===== config.mk =====
export PLATFORM = sky130hd
export DESIGN_NAME = link_supervisor
export DESIGN_NICKNAME = d
export VERILOG_FILES = /design/src/rtl/core/lsup_pkg.sv /design/src/rtl/core/lsup_front.sv /design/src/rtl/core/lsup_back.sv /design/src/rtl/core/link_supervisor.sv
export SDC_FILE = /design/constraint.sdc
export NUM_CORES = 1
export LEC_CHECK = 0
export BUFFER_PORTS_ARGS = -buffer_cell sky130_fd_sc_hd__buf_4
export CELL_PAD_IN_SITES_DETAIL_PLACEMENT = 0
export CELL_PAD_IN_SITES_GLOBAL_PLACEMENT = 1
export CORE_MARGIN = 2
export CORE_UTILIZATION = 43
export DETAILED_ROUTE_END_ITERATION = 6
export GPL_TIMING_DRIVEN = 0
export PLACE_DENSITY = 0.78
export SYNTH_ARGS = -nofsm -noshare
export SYNTH_HDL_FRONTEND = slang
export SYNTH_HIERARCHICAL = 1
export SYNTH_SLANG_ARGS = --single-unit

===== constraint.sdc =====
create_clock -name clk -period 5.01 [get_ports clk]
set_input_delay 1.002 -clock clk [delete_from_list [all_inputs] [get_ports clk]]
set_output_delay 1.002 -clock clk [all_outputs]
set_load 0.005 [all_outputs]

===== src/rtl/core/lsup_pkg.sv =====
// ----------------------------------------------------------------------------
// lsup_pkg: shared types and constants of the link supervisor
// Command and result words, configuration snapshot, message and event codes.
// ----------------------------------------------------------------------------
package lsup_pkg;

  localparam int IdWidth = 8;
  localparam int VerWidth = 7;
  localparam int TimeoutWidth = 20;
  localparam int TimeWidth = 32;
  localparam int CfgIndexWidth = 8;
  localparam int CfgDataWidth = 20;

  localparam logic [15:0] VersionMax = 16'd100;
  localparam logic [TimeoutWidth:0] LostWindowMs = 21'd5000;
  localparam logic [TimeoutWidth-1:0] TimeoutReset = 20'd3000;

  // Register indexes of the configuration port
  localparam logic [CfgIndexWidth-1:0] REG_OWN_ID = 8'd0;
  localparam logic [CfgIndexWidth-1:0] REG_CONTROLLED = 8'd1;
  localparam logic [CfgIndexWidth-1:0] REG_IF_UP = 8'd2;
  localparam logic [CfgIndexWidth-1:0] REG_TIMEOUT = 8'd3;

  // Operation and message type codes of the input word
  localparam logic OP_MESSAGE = 1'b0;
  localparam logic OP_TICK = 1'b1;

  localparam logic [2:0] MSG_CONTROL = 3'd0;
  localparam logic [2:0] MSG_SETUP = 3'd1;
  localparam logic [2:0] MSG_CONFIRM = 3'd2;
  localparam logic [2:0] MSG_TASK = 3'd3;
  localparam logic [2:0] MSG_END_WORK = 3'd4;
  localparam logic [2:0] MSG_STOP_TASK = 3'd5;

  // Event codes of the result word
  localparam logic [2:0] EV_NONE = 3'd0;
  localparam logic [2:0] EV_RESTART = 3'd1;
  localparam logic [2:0] EV_OTHER_TASK = 3'd2;
  localparam logic [2:0] EV_END_WORK = 3'd3;
  localparam logic [2:0] EV_LINK_LOST = 3'd4;
  localparam logic [2:0] EV_STOPPED = 3'd5;

  typedef enum logic [2:0] {
    CMD_NONE    = 3'd0,
    CMD_CONTROL = 3'd1,
    CMD_SETUP   = 3'd2,
    CMD_CONFIRM = 3'd3,
    CMD_TASK    = 3'd4,
    CMD_END     = 3'd5,
    CMD_STOP    = 3'd6,
    CMD_TICK    = 3'd7
  } cmd_kind_t;

  typedef struct packed {
    logic [IdWidth-1:0]      own_id;
    logic                    controlled;
    logic                    if_up;
    logic [TimeoutWidth-1:0] timeout;
  } cfg_t;

  typedef struct packed {
    cmd_kind_t            kind;
    logic [IdWidth-1:0]   sender;
    logic [VerWidth-1:0]  version;
    logic [TimeWidth-1:0] now;
  } cmd_t;

  typedef struct packed {
    logic [2:0]          event_code;
    logic                send_control;
    logic                send_confirm;
    logic [IdWidth-1:0]  destination_id;
    logic                link_is_up;
    logic [IdWidth-1:0]  task_source;
    logic                task_held;
    logic [VerWidth-1:0] peer_version;
  } res_t;

endpackage


===== src/rtl/core/lsup_front.sv =====
// ----------------------------------------------------------------------------
// lsup_front: input classifier and command queue
// Decodes each input word into a command and holds it in a two-entry queue.
// ----------------------------------------------------------------------------
module lsup_front (
  input  logic                          clk,
  input  logic                          rst_n,
  input  lsup_pkg::cfg_t                cfg,
  input  logic                          in_push,
  output logic                          in_full,
  input  logic                          in_operation,
  input  logic [2:0]                    in_msg_type,
  input  logic [lsup_pkg::IdWidth-1:0]  in_sender_id,
  input  logic [15:0]                   in_version_in,
  input  logic [lsup_pkg::TimeWidth-1:0] in_now_ms,
  output logic                          cmd_valid,
  input  logic                          cmd_pop,
  output lsup_pkg::cmd_t                cmd
);
  import lsup_pkg::*;

  cmd_t       dec;
  cmd_t       q_r [2];
  logic       wr_ptr_r, wr_ptr_nxt;
  logic       rd_ptr_r, rd_ptr_nxt;
  logic [1:0] cnt_r, cnt_nxt;
  logic       push_ok, pop_ok;

  always_comb begin
    dec.sender = in_sender_id;
    dec.now = in_now_ms;
    dec.version = (in_version_in >= 16'd1 && in_version_in <= VersionMax) ?
                  in_version_in[VerWidth-1:0] : '0;
    dec.kind = CMD_NONE;
    if (in_operation == OP_TICK) begin
      dec.kind = CMD_TICK;
    end else if (cfg.controlled) begin
      case (in_msg_type)
        MSG_CONTROL:   dec.kind = (in_sender_id == cfg.own_id) ? CMD_NONE : CMD_CONTROL;
        MSG_SETUP:     dec.kind = CMD_SETUP;
        MSG_CONFIRM:   dec.kind = CMD_CONFIRM;
        MSG_TASK:      dec.kind = CMD_TASK;
        MSG_END_WORK:  dec.kind = CMD_END;
        MSG_STOP_TASK: dec.kind = CMD_STOP;
        default:       dec.kind = CMD_NONE;
      endcase
    end
  end

  assign in_full = (cnt_r == 2'd2);
  assign cmd_valid = (cnt_r != 2'd0);
  assign push_ok = in_push && !in_full;
  assign pop_ok = cmd_pop && cmd_valid;
  assign cmd = q_r[rd_ptr_r];

  always_comb begin
    wr_ptr_nxt = push_ok ? ~wr_ptr_r : wr_ptr_r;
    rd_ptr_nxt = pop_ok ? ~rd_ptr_r : rd_ptr_r;
    cnt_nxt = cnt_r + {1'b0, push_ok} - {1'b0, pop_ok};
  end

  always_ff @(posedge clk) begin
    if (!rst_n) begin
      wr_ptr_r <= 1'b0;
      rd_ptr_r <= 1'b0;
      cnt_r <= 2'd0;
    end else begin
      wr_ptr_r <= wr_ptr_nxt;
      rd_ptr_r <= rd_ptr_nxt;
      cnt_r <= cnt_nxt;
    end
  end

  always_ff @(posedge clk) begin
    if (push_ok) begin
      q_r[wr_ptr_r] <= dec;
    end
  end

endmodule


===== src/rtl/core/lsup_back.sv =====
// ----------------------------------------------------------------------------
// lsup_back: link state engine and result queue; while that queue has room,
// executes one command a cycle on the link state and queues the result word.
// ----------------------------------------------------------------------------
module lsup_back (
  input  logic           clk,
  input  logic           rst_n,
  input  lsup_pkg::cfg_t cfg,
  input  logic           cmd_valid,
  input  lsup_pkg::cmd_t cmd,
  output logic           cmd_pop,
  input  logic           out_pop,
  output logic           out_empty,
  output lsup_pkg::res_t res
);
  import lsup_pkg::*;

  logic                    link_up_r, link_up_nxt;
  logic [IdWidth-1:0]      peer_id_r, peer_id_nxt;
  logic [IdWidth-1:0]      task_src_r, task_src_nxt;
  logic                    task_present_r, task_present_nxt;
  logic                    conf_pend_r, conf_pend_nxt;
  logic [TimeWidth-1:0]    last_time_r, last_time_nxt;
  logic                    last_valid_r, last_valid_nxt;
  logic [VerWidth-1:0]     peer_ver_r, peer_ver_nxt;

  logic [TimeWidth-1:0]    delta;
  logic [TimeoutWidth:0]   limit_hi;
  logic                    overdue;
  res_t                    r_new;

  res_t       q_r [2];
  logic       wr_ptr_r, rd_ptr_r;
  logic [1:0] cnt_r, cnt_nxt;
  logic       space, pop_ok;

  assign out_empty = (cnt_r == 2'd0);
  assign pop_ok = out_pop && !out_empty;
  assign space = (cnt_r != 2'd2) || pop_ok;
  assign cmd_pop = cmd_valid && space;
  assign res = q_r[rd_ptr_r];

  // Loss window: timeout < (now - last) < timeout + 5 s
  assign delta = cmd.now - last_time_r;
  assign limit_hi = {1'b0, cfg.timeout} + LostWindowMs;
  assign overdue = (delta > {{(TimeWidth-TimeoutWidth){1'b0}}, cfg.timeout}) &&
                   (delta < {{(TimeWidth-TimeoutWidth-1){1'b0}}, limit_hi});

  always_comb begin
    link_up_nxt = link_up_r;
    peer_id_nxt = peer_id_r;
    task_src_nxt = task_src_r;
    task_present_nxt = task_present_r;
    conf_pend_nxt = conf_pend_r;
    last_time_nxt = last_time_r;
    last_valid_nxt = last_valid_r;
    peer_ver_nxt = peer_ver_r;
    r_new = '0;
    r_new.event_code = EV_NONE;
    case (cmd.kind)
      CMD_CONTROL: begin
        if (!link_up_r) begin
          peer_id_nxt = cmd.sender;
          link_up_nxt = 1'b1;
        end
        last_time_nxt = cmd.now;
        last_valid_nxt = 1'b1;
      end
      CMD_SETUP: begin
        if (link_up_r) begin
          r_new.event_code = EV_RESTART;
        end
        peer_id_nxt = cmd.sender;
        peer_ver_nxt = cmd.version;
        link_up_nxt = 1'b1;
        conf_pend_nxt = 1'b1;
        last_valid_nxt = 1'b0;
      end
      CMD_CONFIRM: begin
        peer_id_nxt = cmd.sender;
        peer_ver_nxt = cmd.version;
        link_up_nxt = 1'b1;
        last_valid_nxt = 1'b0;
      end
      CMD_TASK: begin
        task_src_nxt = cmd.sender;
        if (task_present_r) begin
          r_new.event_code = EV_OTHER_TASK;
        end
        task_present_nxt = 1'b1;
      end
      CMD_END: begin
        r_new.event_code = EV_END_WORK;
        peer_id_nxt = '0;
        task_src_nxt = '0;
        last_valid_nxt = 1'b0;
      end
      CMD_STOP: begin
        task_src_nxt = cmd.sender;
        if (task_present_r) begin
          r_new.event_code = EV_STOPPED;
        end
      end
      CMD_TICK: begin
        if (cfg.if_up) begin
          if (!link_up_r) begin
            peer_id_nxt = cfg.own_id;
          end
          r_new.send_control = 1'b1;
        end
        if (cfg.controlled) begin
          if (conf_pend_r) begin
            r_new.send_confirm = 1'b1;
            conf_pend_nxt = 1'b0;
          end
          if (cfg.timeout != '0 && link_up_r && last_valid_r && overdue) begin
            r_new.event_code = EV_LINK_LOST;
            peer_id_nxt = '0;
            task_src_nxt = '0;
            last_valid_nxt = 1'b0;
          end
        end
      end
      default: begin
      end
    endcase
    r_new.destination_id = peer_id_nxt;
    r_new.link_is_up = link_up_nxt;
    r_new.task_source = task_src_nxt;
    r_new.task_held = task_present_nxt;
    r_new.peer_version = peer_ver_nxt;
  end

  always_comb begin
    cnt_nxt = cnt_r + {1'b0, cmd_pop} - {1'b0, pop_ok};
  end

  always_ff @(posedge clk) begin
    if (!rst_n) begin
      link_up_r <= 1'b0;
      peer_id_r <= '0;
      task_src_r <= '0;
      task_present_r <= 1'b0;
      conf_pend_r <= 1'b0;
      last_time_r <= '0;
      last_valid_r <= 1'b0;
      peer_ver_r <= '0;
      wr_ptr_r <= 1'b0;
      rd_ptr_r <= 1'b0;
      cnt_r <= 2'd0;
    end else begin
      if (cmd_pop) begin
        link_up_r <= link_up_nxt;
        peer_id_r <= peer_id_nxt;
        task_src_r <= task_src_nxt;
        task_present_r <= task_present_nxt;
        conf_pend_r <= conf_pend_nxt;
        last_time_r <= last_time_nxt;
        last_valid_r <= last_valid_nxt;
        peer_ver_r <= peer_ver_nxt;
        wr_ptr_r <= ~wr_ptr_r;
      end
      if (pop_ok) begin
        rd_ptr_r <= ~rd_ptr_r;
      end
      cnt_r <= cnt_nxt;
    end
  end

  always_ff @(posedge clk) begin
    if (cmd_pop) begin
      q_r[wr_ptr_r] <= r_new;
    end
  end

endmodule


===== src/rtl/core/link_supervisor.sv =====
// ----------------------------------------------------------------------------
// link_supervisor: station side supervisor of the link to a central computer
// Tracks link state from received messages and periodic ticks.
// ----------------------------------------------------------------------------
// Input side is a queue: drive the word onto in_* and raise in_push; the word
// is taken on an edge where in_full is low. Each word is a received message
// or a tick and gives exactly one result word.
// Result side is a queue: while out_empty is low the oldest result is on the
// out_* ports; raise out_pop to take it.
// A word taken at an edge is decoded into the two-entry command queue,
// then executed by the state engine, whose result word is written into the
// result queue that drives out_*. Throughput is one word per cycle while the
// result queue has room.
// A stalled receiver fills the two-entry result queue, then the command
// queue, after which in_full rises; nothing is dropped.
// Configuration: cfg_valid with cfg_index and cfg_data, always ready; write
// only while idle. Unknown indexes are ignored.
// Reset (rst_n low, synchronous) clears both queues and the link state and
// loads the register defaults: controlled mode on, timeout 3000 ms.
// ----------------------------------------------------------------------------
module link_supervisor (
  input  logic                                clk,
  input  logic                                rst_n,
  input  logic                                cfg_valid,
  output logic                                cfg_ready,
  input  logic [lsup_pkg::CfgIndexWidth-1:0]  cfg_index,
  input  logic [lsup_pkg::CfgDataWidth-1:0]   cfg_data,
  input  logic                                in_push,
  output logic                                in_full,
  input  logic                                in_operation,
  input  logic [2:0]                          in_msg_type,
  input  logic [lsup_pkg::IdWidth-1:0]        in_sender_id,
  input  logic [15:0]                         in_version_in,
  input  logic [lsup_pkg::TimeWidth-1:0]      in_now_ms,
  output logic                                out_empty,
  input  logic                                out_pop,
  output logic [2:0]                          out_event_code,
  output logic                                out_send_control,
  output logic                                out_send_confirm,
  output logic [lsup_pkg::IdWidth-1:0]        out_destination_id,
  output logic                                out_link_is_up,
  output logic [lsup_pkg::IdWidth-1:0]        out_task_source,
  output logic                                out_task_held,
  output logic [lsup_pkg::VerWidth-1:0]       out_peer_version_out
);
  import lsup_pkg::*;

  cfg_t cfg_r;
  logic cmd_valid;
  logic cmd_pop;
  cmd_t cmd;
  res_t res;

  assign cfg_ready = 1'b1;

  always_ff @(posedge clk) begin
    if (!rst_n) begin
      cfg_r.own_id <= '0;
      cfg_r.controlled <= 1'b1;
      cfg_r.if_up <= 1'b0;
      cfg_r.timeout <= TimeoutReset;
    end else if (cfg_valid && cfg_ready) begin
      case (cfg_index)
        REG_OWN_ID:     cfg_r.own_id <= cfg_data[IdWidth-1:0];
        REG_CONTROLLED: cfg_r.controlled <= cfg_data[0];
        REG_IF_UP:      cfg_r.if_up <= cfg_data[0];
        REG_TIMEOUT:    cfg_r.timeout <= cfg_data[TimeoutWidth-1:0];
        default: begin
        end
      endcase
    end
  end

  lsup_front u_front (
    .clk           (clk),
    .rst_n         (rst_n),
    .cfg           (cfg_r),
    .in_push       (in_push),
    .in_full       (in_full),
    .in_operation  (in_operation),
    .in_msg_type   (in_msg_type),
    .in_sender_id  (in_sender_id),
    .in_version_in (in_version_in),
    .in_now_ms     (in_now_ms),
    .cmd_valid     (cmd_valid),
    .cmd_pop       (cmd_pop),
    .cmd           (cmd)
  );

  lsup_back u_back (
    .clk       (clk),
    .rst_n     (rst_n),
    .cfg       (cfg_r),
    .cmd_valid (cmd_valid),
    .cmd       (cmd),
    .cmd_pop   (cmd_pop),
    .out_pop   (out_pop),
    .out_empty (out_empty),
    .res       (res)
  );

  assign out_event_code = res.event_code;
  assign out_send_control = res.send_control;
  assign out_send_confirm = res.send_confirm;
  assign out_destination_id = res.destination_id;
  assign out_link_is_up = res.link_is_up;
  assign out_task_source = res.task_source;
  assign out_task_held = res.task_held;
  assign out_peer_version_out = res.peer_version;

`ifndef SYNTHESIS
  a_ctrl_needs_if: assert property (@(posedge clk) disable iff (!rst_n)
    (!out_empty && out_send_control) |-> cfg_r.if_up)
    else $error("control send reported with interface down");

  a_conf_needs_ctrl: assert property (@(posedge clk) disable iff (!rst_n)
    (!out_empty && out_send_confirm) |-> cfg_r.controlled)
    else $error("confirm send reported outside controlled mode");

  a_lost_teardown: assert property (@(posedge clk) disable iff (!rst_n)
    (!out_empty && out_event_code == EV_LINK_LOST) |->
      (out_destination_id == '0 && out_task_source == '0 && out_link_is_up))
    else $error("link loss without teardown");

  a_restart_up: assert property (@(posedge clk) disable iff (!rst_n)
    (!out_empty && out_event_code == EV_RESTART) |-> out_link_is_up)
    else $error("central restart reported with link down");
`endif

endmodule

After elaboration in Yosys (flattened, before gate mapping) --
Memory sizes are Yosys's and may differ from the RTL's. A register that Yosys moved wholly into a read port is not among the register bits. Cells that the tools add are included.
Storage, ports and cells: bits in writable memories 160, bits of input ports 93, memories 2, output and inout port bits 33, logic and storage cells 124, register bits 97
Memory list:
- u_front.q_r | depth 2, width 50, read ports 1, clocked after memory_dff 1, wr ports 1, line lsup_front.sv:23 | cmd_t q_r [2];
- u_back.q_r | depth 2, width 30, read ports 1, clocked after memory_dff 1, wr ports 1, line lsup_back.sv:32 | res_t q_r [2];
Operators by class: order comparisons 4, mux-type cells 40, reduce and logical (&&, ||, !) cells 30, equality and inequality tests 20, $add $sub $neg 6, bitwise gates (word level) 4
Operators with widths (number):
- 8-bit 2-to-1 mux | 7
- 32-bit by 20-bit > comparator with 1-bit output | 1
- 32-bit by 21-bit < comparator with 1-bit output | 1
- 8-bit case mux with 4 select lines | 1
- 32-bit subtractor | 1
- 8-bit case mux with 3 select lines | 1
- 20-bit by 13-bit adder with 21-bit output, second input constant | 1
- 20-bit nonzero test | 1
- 3-bit == test, second input constant | 6
- 1-bit 2-to-1 mux | 18
- 3-bit case mux with 6 select lines | 1
- 8-bit by 2-bit == test with 1-bit output, second input constant | 2
- 16-bit by 1-bit greater-or-equal comparator with 1-bit output, second input constant | 1
- 16-bit by 7-bit less-or-equal comparator with 1-bit output, second input constant | 1
- 3-bit 2-to-1 mux | 5
- 3-bit case mux with 5 select lines | 1
- 7-bit 2-to-1 mux | 2
- 3-bit by 2-bit == test with 1-bit output, second input constant | 4
- 2-bit AND reduction | 5
- 1-bit logical AND | 9
- 8-bit by 1-bit == test with 1-bit output, second input constant | 1
- 8-bit == test | 1
- 8-bit logical NOT | 1
- 3-bit by 1-bit == test with 1-bit output, second input constant | 2
- 19 further kinds | 30

Longest topological paths before layout --
word-level depth 8, depth in mapped cells 25, mapped depth without buffers 22

Cells and area by module --
Netlist, hierarchy kept.
Modules (own cells, without submodules):
- lsup_back | sequential area each 3083.0 um^2, cells each 1009, instances 1, area each 8807.2 um^2
- lsup_front | sequential area each 3103.0 um^2, cells each 222, instances 1, area each 4092.7 um^2
- link_supervisor | sequential area each 600.6 um^2, cells each 132, instances 1, area each 1292.5 um^2

Least setup slack after synthesis --
No wires, ideal clock.
kind flip-flop to flip-flop, from register with a tool-made name, to memory u_back/q_r[0][20] (netlist bit), data pin, required time 4.747 ns, cell stages (with the launch flop) 26, setup time 0.263 ns, path buffers 3, period minus slack after synthesis 5.410 ns, setup slack -0.400 ns, arrival time 5.147 ns, cells stage by stage dfxtp_1 -> clkbuf_1 -> buf_2 -> mux2_2 -> inv_1 -> ha_1 -> inv_1 -> fa_1 -> a211oi_1 -> o211ai_1 -> a21oi_1 -> o21ai_0 -> a21o_1 -> a21oi_1 -> xnor2_1 -> ha_1 -> a211oi_1 -> o211ai_1 -> a221oi_1 -> o2111ai_1 -> nor3_1 -> a21oi_1 -> or4_4 -> nor4_4 -> buf_6 -> o21ai_2
RTL lines (line):
- to (decl) | lsup_back.sv:32

==> impl_metrics.yaml <==
logic_synthesis:
  syn_avg_cell_area_um2: 10.4
  async_flop_share: 0
  yosys_most_used_dff: "edfxtp_1"
  yosysSeqAreaShare: 0.478
  synth_seq_cells: 259
  synth_warnings: 6
  synthCells: 1363
  synth_fp_nets: 1531
  synth_edf_count: 160
  synth_cell_types: 78
  syn-cell-area_mm2: 0.0142
flow_run:
  drv_cap: 0
power_and_ir_drop:
  vdd_drop_max_v: 0.000336
  leakage_nw: 6.59
  power.total_mw: 9.20
  p_per_area_mw_per_mm2: 532
grt:
  grt-busiest-layer: "met2"
  grt_pass1_vias: 10200
  grt_max_degree: 33
  grt_use_met3: 0.0292
  antenna_found_initial: 1
  grt-ovfl-total: 0
  grt_pass1_wl_um: 53100
  grt_use_met2: 0.349
  grt_usage: 0.195
  met1_usage: 0.247
cells_and_area:
  area_growth_pct: 21.8
  layout_common_cells: "181 x nand2_1, 160 x edfxtp_1, 148 x buf_4"
  antenna_cells: 0
  postLayoutCoreUtil: 0.531
  final_nets: 1714
  seq_area_mm2: 0.00679
  drive_above_1_share: 0.250
  multi_input_area_mm2: 0.00716
  fill_cells: 2910
  final_common_cell: "nand2_1"
floorplanning:
  start_util: 0.436
  rows: 66
  die_area_mm2: 0.0345
  ios: 126
  dieWidth_um: 186
  core_area_mm2: 0.0325
  dieHeight_um: 186
timing:
  maxSlewHeadroom: 0.102
  fin_hold_ws_ns: 0.461
  finalCriticalPeriod_ns: 5.37
  drv_slew: 0
  finalSetupTns_ns: -16.25
  worst_slack_ns: -0.361
  finalSetupViolations: 51
  tightest_slew_ns: 1.34
  min_period_over_period: 1.07
  grt_setup_unrepaired: "true"
  final_hold_viol_count: 0
  skew_ns: 0.0117
  fmax_ghz: 0.186
placement:
  port_buffers: 124
  place_ws_ns: -1.16
  place_congestion: 0.878
  dp_hpwl_um: 25200
routing:
  route.detailed.drc: 0
  first_iter_violations: 585
  wl_um: 33600
  vias_per_cell: 5.24
  routedWlPerCell_um: 16.7
  dr.pass1.iters: 6
  ant_nets: 0
  vias: 10500
hold_path:
  min_path_type: "register to register"
worst_setup_path:
  crit_path_end_kind: "register"
  path_class: "register to register"
  cp_slowest_cell: "or4_4"
  cpPeakStageDelay_ns: 0.51
  start_kind: "register"
  crit_top_cell: "buf_12"
  crit_required_ns: 5.30
  arrival_ns: 5.66
  cp_max_fo: 9
clocking:
  cts_root_buffer: "clkbuf_16"
  clkTransAtPathRegs_ns: 0.06
  cts-htree-levels: 1
  clk_latency_ns: 0.56
  cts_buffer_depth: 3
  clock_sinks: 259
  cts_tree: "built"
  cts_inserted_buffers: 28
outcome:
  failed_checks: "setup timing"
  run_status: "finished with violations"
## kinds of logic (layout without fill, tap and decap cells)
| logic type | after synthesis | in the layout | share of synthesized area |
|---|---|---|---|
| mux | 119 | 119 | 0.0917 |
| xor+xnor | 48 | 48 | 0.0296 |
| compound gates | 319 | 319 | 0.156 |
| fa+ha+maj | 75 | 75 | 0.0666 |
| buf+inv | 140 | 345 | 0.0415 |
| other cells | 1 | 1 | 0.000264 |
| simple gates | 402 | 402 | 0.136 |
| flops | 259 | 259 | 0.478 |
## cell type report
type | instances | area share
Clock buffer | 38 | 0.0444
Inverter | 76 | 0.0165
Sequential cell | 259 | 0.393
Timing Repair Buffer | 153 | 0.0702
Multi-Input combinational cell | 964 | 0.414
Buffer | 64 | 0.0210
Tap cell | 442 | 0.0320
Clock inverter | 14 | 0.00933
## report_power, final
part           switching (mW)  internal, mW  leakage, nW
clock                   0.859          1.19        0.453
sequential              0.134          2.77         2.31
combinational            2.37          1.88         3.83
## critical path, delay by kind of cell (launching register included)
family	cells	cell delay [ns]
adders and majority gates	2	0.59
AOI/OAI and AO/OA	10	1.58
and+or+nand+nor	6	1.30
DFF	1	0.33
xor gates and xnor gates	1	0.20
buffers and inverters	5	0.73
muxes	1	0.37
## metal layers
layer  vias up  routed length (um)
met5         -                   9
met4         2                 797
met3        52                1420
met2       191               16700
met1      5012               14800
li1       5278                   -
## metrics by stage
step / instance area [um^2] / cells
finish: 17300 / 2010
global route: 17300 / 2010
CTS: 17100 / 2001
detailed placement: 15800 / 1931
global placement: 15800 / 1929
floorplan: 14300 / 1363
## synthesized netlist by cell type, types with 6 or more instances
cell / count / area, um^2
and3_1: 11 / 68.8
buf_6: 6 / 67.6
nand3_1: 29 / 145
nor4_1: 12 / 75.1
nand4_1: 13 / 81.3
buf_2: 12 / 60.1
a21o_1: 16 / 120
a31oi_1: 8 / 50.1
o21a_1: 35 / 263
o21ai_2: 30 / 263
edfxtp_1: 160 / 4800
nor3_1: 13 / 65.1
inv_1: 75 / 282
xor2_1: 17 / 149
a22o_1: 8 / 70.1
clkbuf_1: 45 / 169
nand2_1: 181 / 679
o211ai_1: 7 / 52.6
mux2i_1: 31 / 310
mux2_2: 84 / 946
nand2b_1: 7 / 43.8
o21ai_0: 60 / 300
a21oi_1: 58 / 290
a21boi_0: 42 / 315
ha_1: 74 / 926
and2_1: 12 / 75.1
nor2_1: 68 / 255
dfxtp_1: 99 / 1980
a211oi_1: 9 / 67.6
xnor2_1: 31 / 272
nor2b_1: 33 / 206
## sequential cells by signal (all words and copies together), names as in the netlist, named ones only
name and flops:
u_back/q_r 60, u_front/cnt_r 2, u_back/last_valid_r 1, u_back/link_up_r 1
u_back/peer_id_r 8, u_back/cnt_r 2, cfg_r 30, u_front/rd_ptr_r 1
u_front/q_r 100, u_back/task_present_r 1, u_back/task_src_r 8, u_back/wr_ptr_r 1
u_back/peer_ver_r 7, u_front/wr_ptr_r 1, u_back/rd_ptr_r 1, u_back/last_time_r 32
u_back/conf_pend_r 1
## worst paths after layout
path	from	endpoint	slack [ns]	cells past startpoint
max	register	u_back/q_r[0][22]$_DFFE_PP_	-0.36	25
min	u_back/last_time_r[7]$_SDFFE_PN0P_	u_back/last_time_r[7]$_SDFFE_PN0P_	0.46	2
max reg2reg	register	u_back/q_r[0][22]$_DFFE_PP_	-0.36	25
min reg2reg	u_back/last_time_r[7]$_SDFFE_PN0P_	u_back/last_time_r[7]$_SDFFE_PN0P_	0.46	2
## repair_timing
| item | in CTS | in global routing |
|---|---|---|
| hold buffers | 0 | 0 |
| setup endpoints to repair | 51 | 51 |
| gates cloned | 1 | 0 |
| pin swaps | 26 | 16 |
| buffers inserted | 18 | 9 |
| resized for setup | 37 | 15 |
Note: power is estimated with default switching activity, not from simulation.
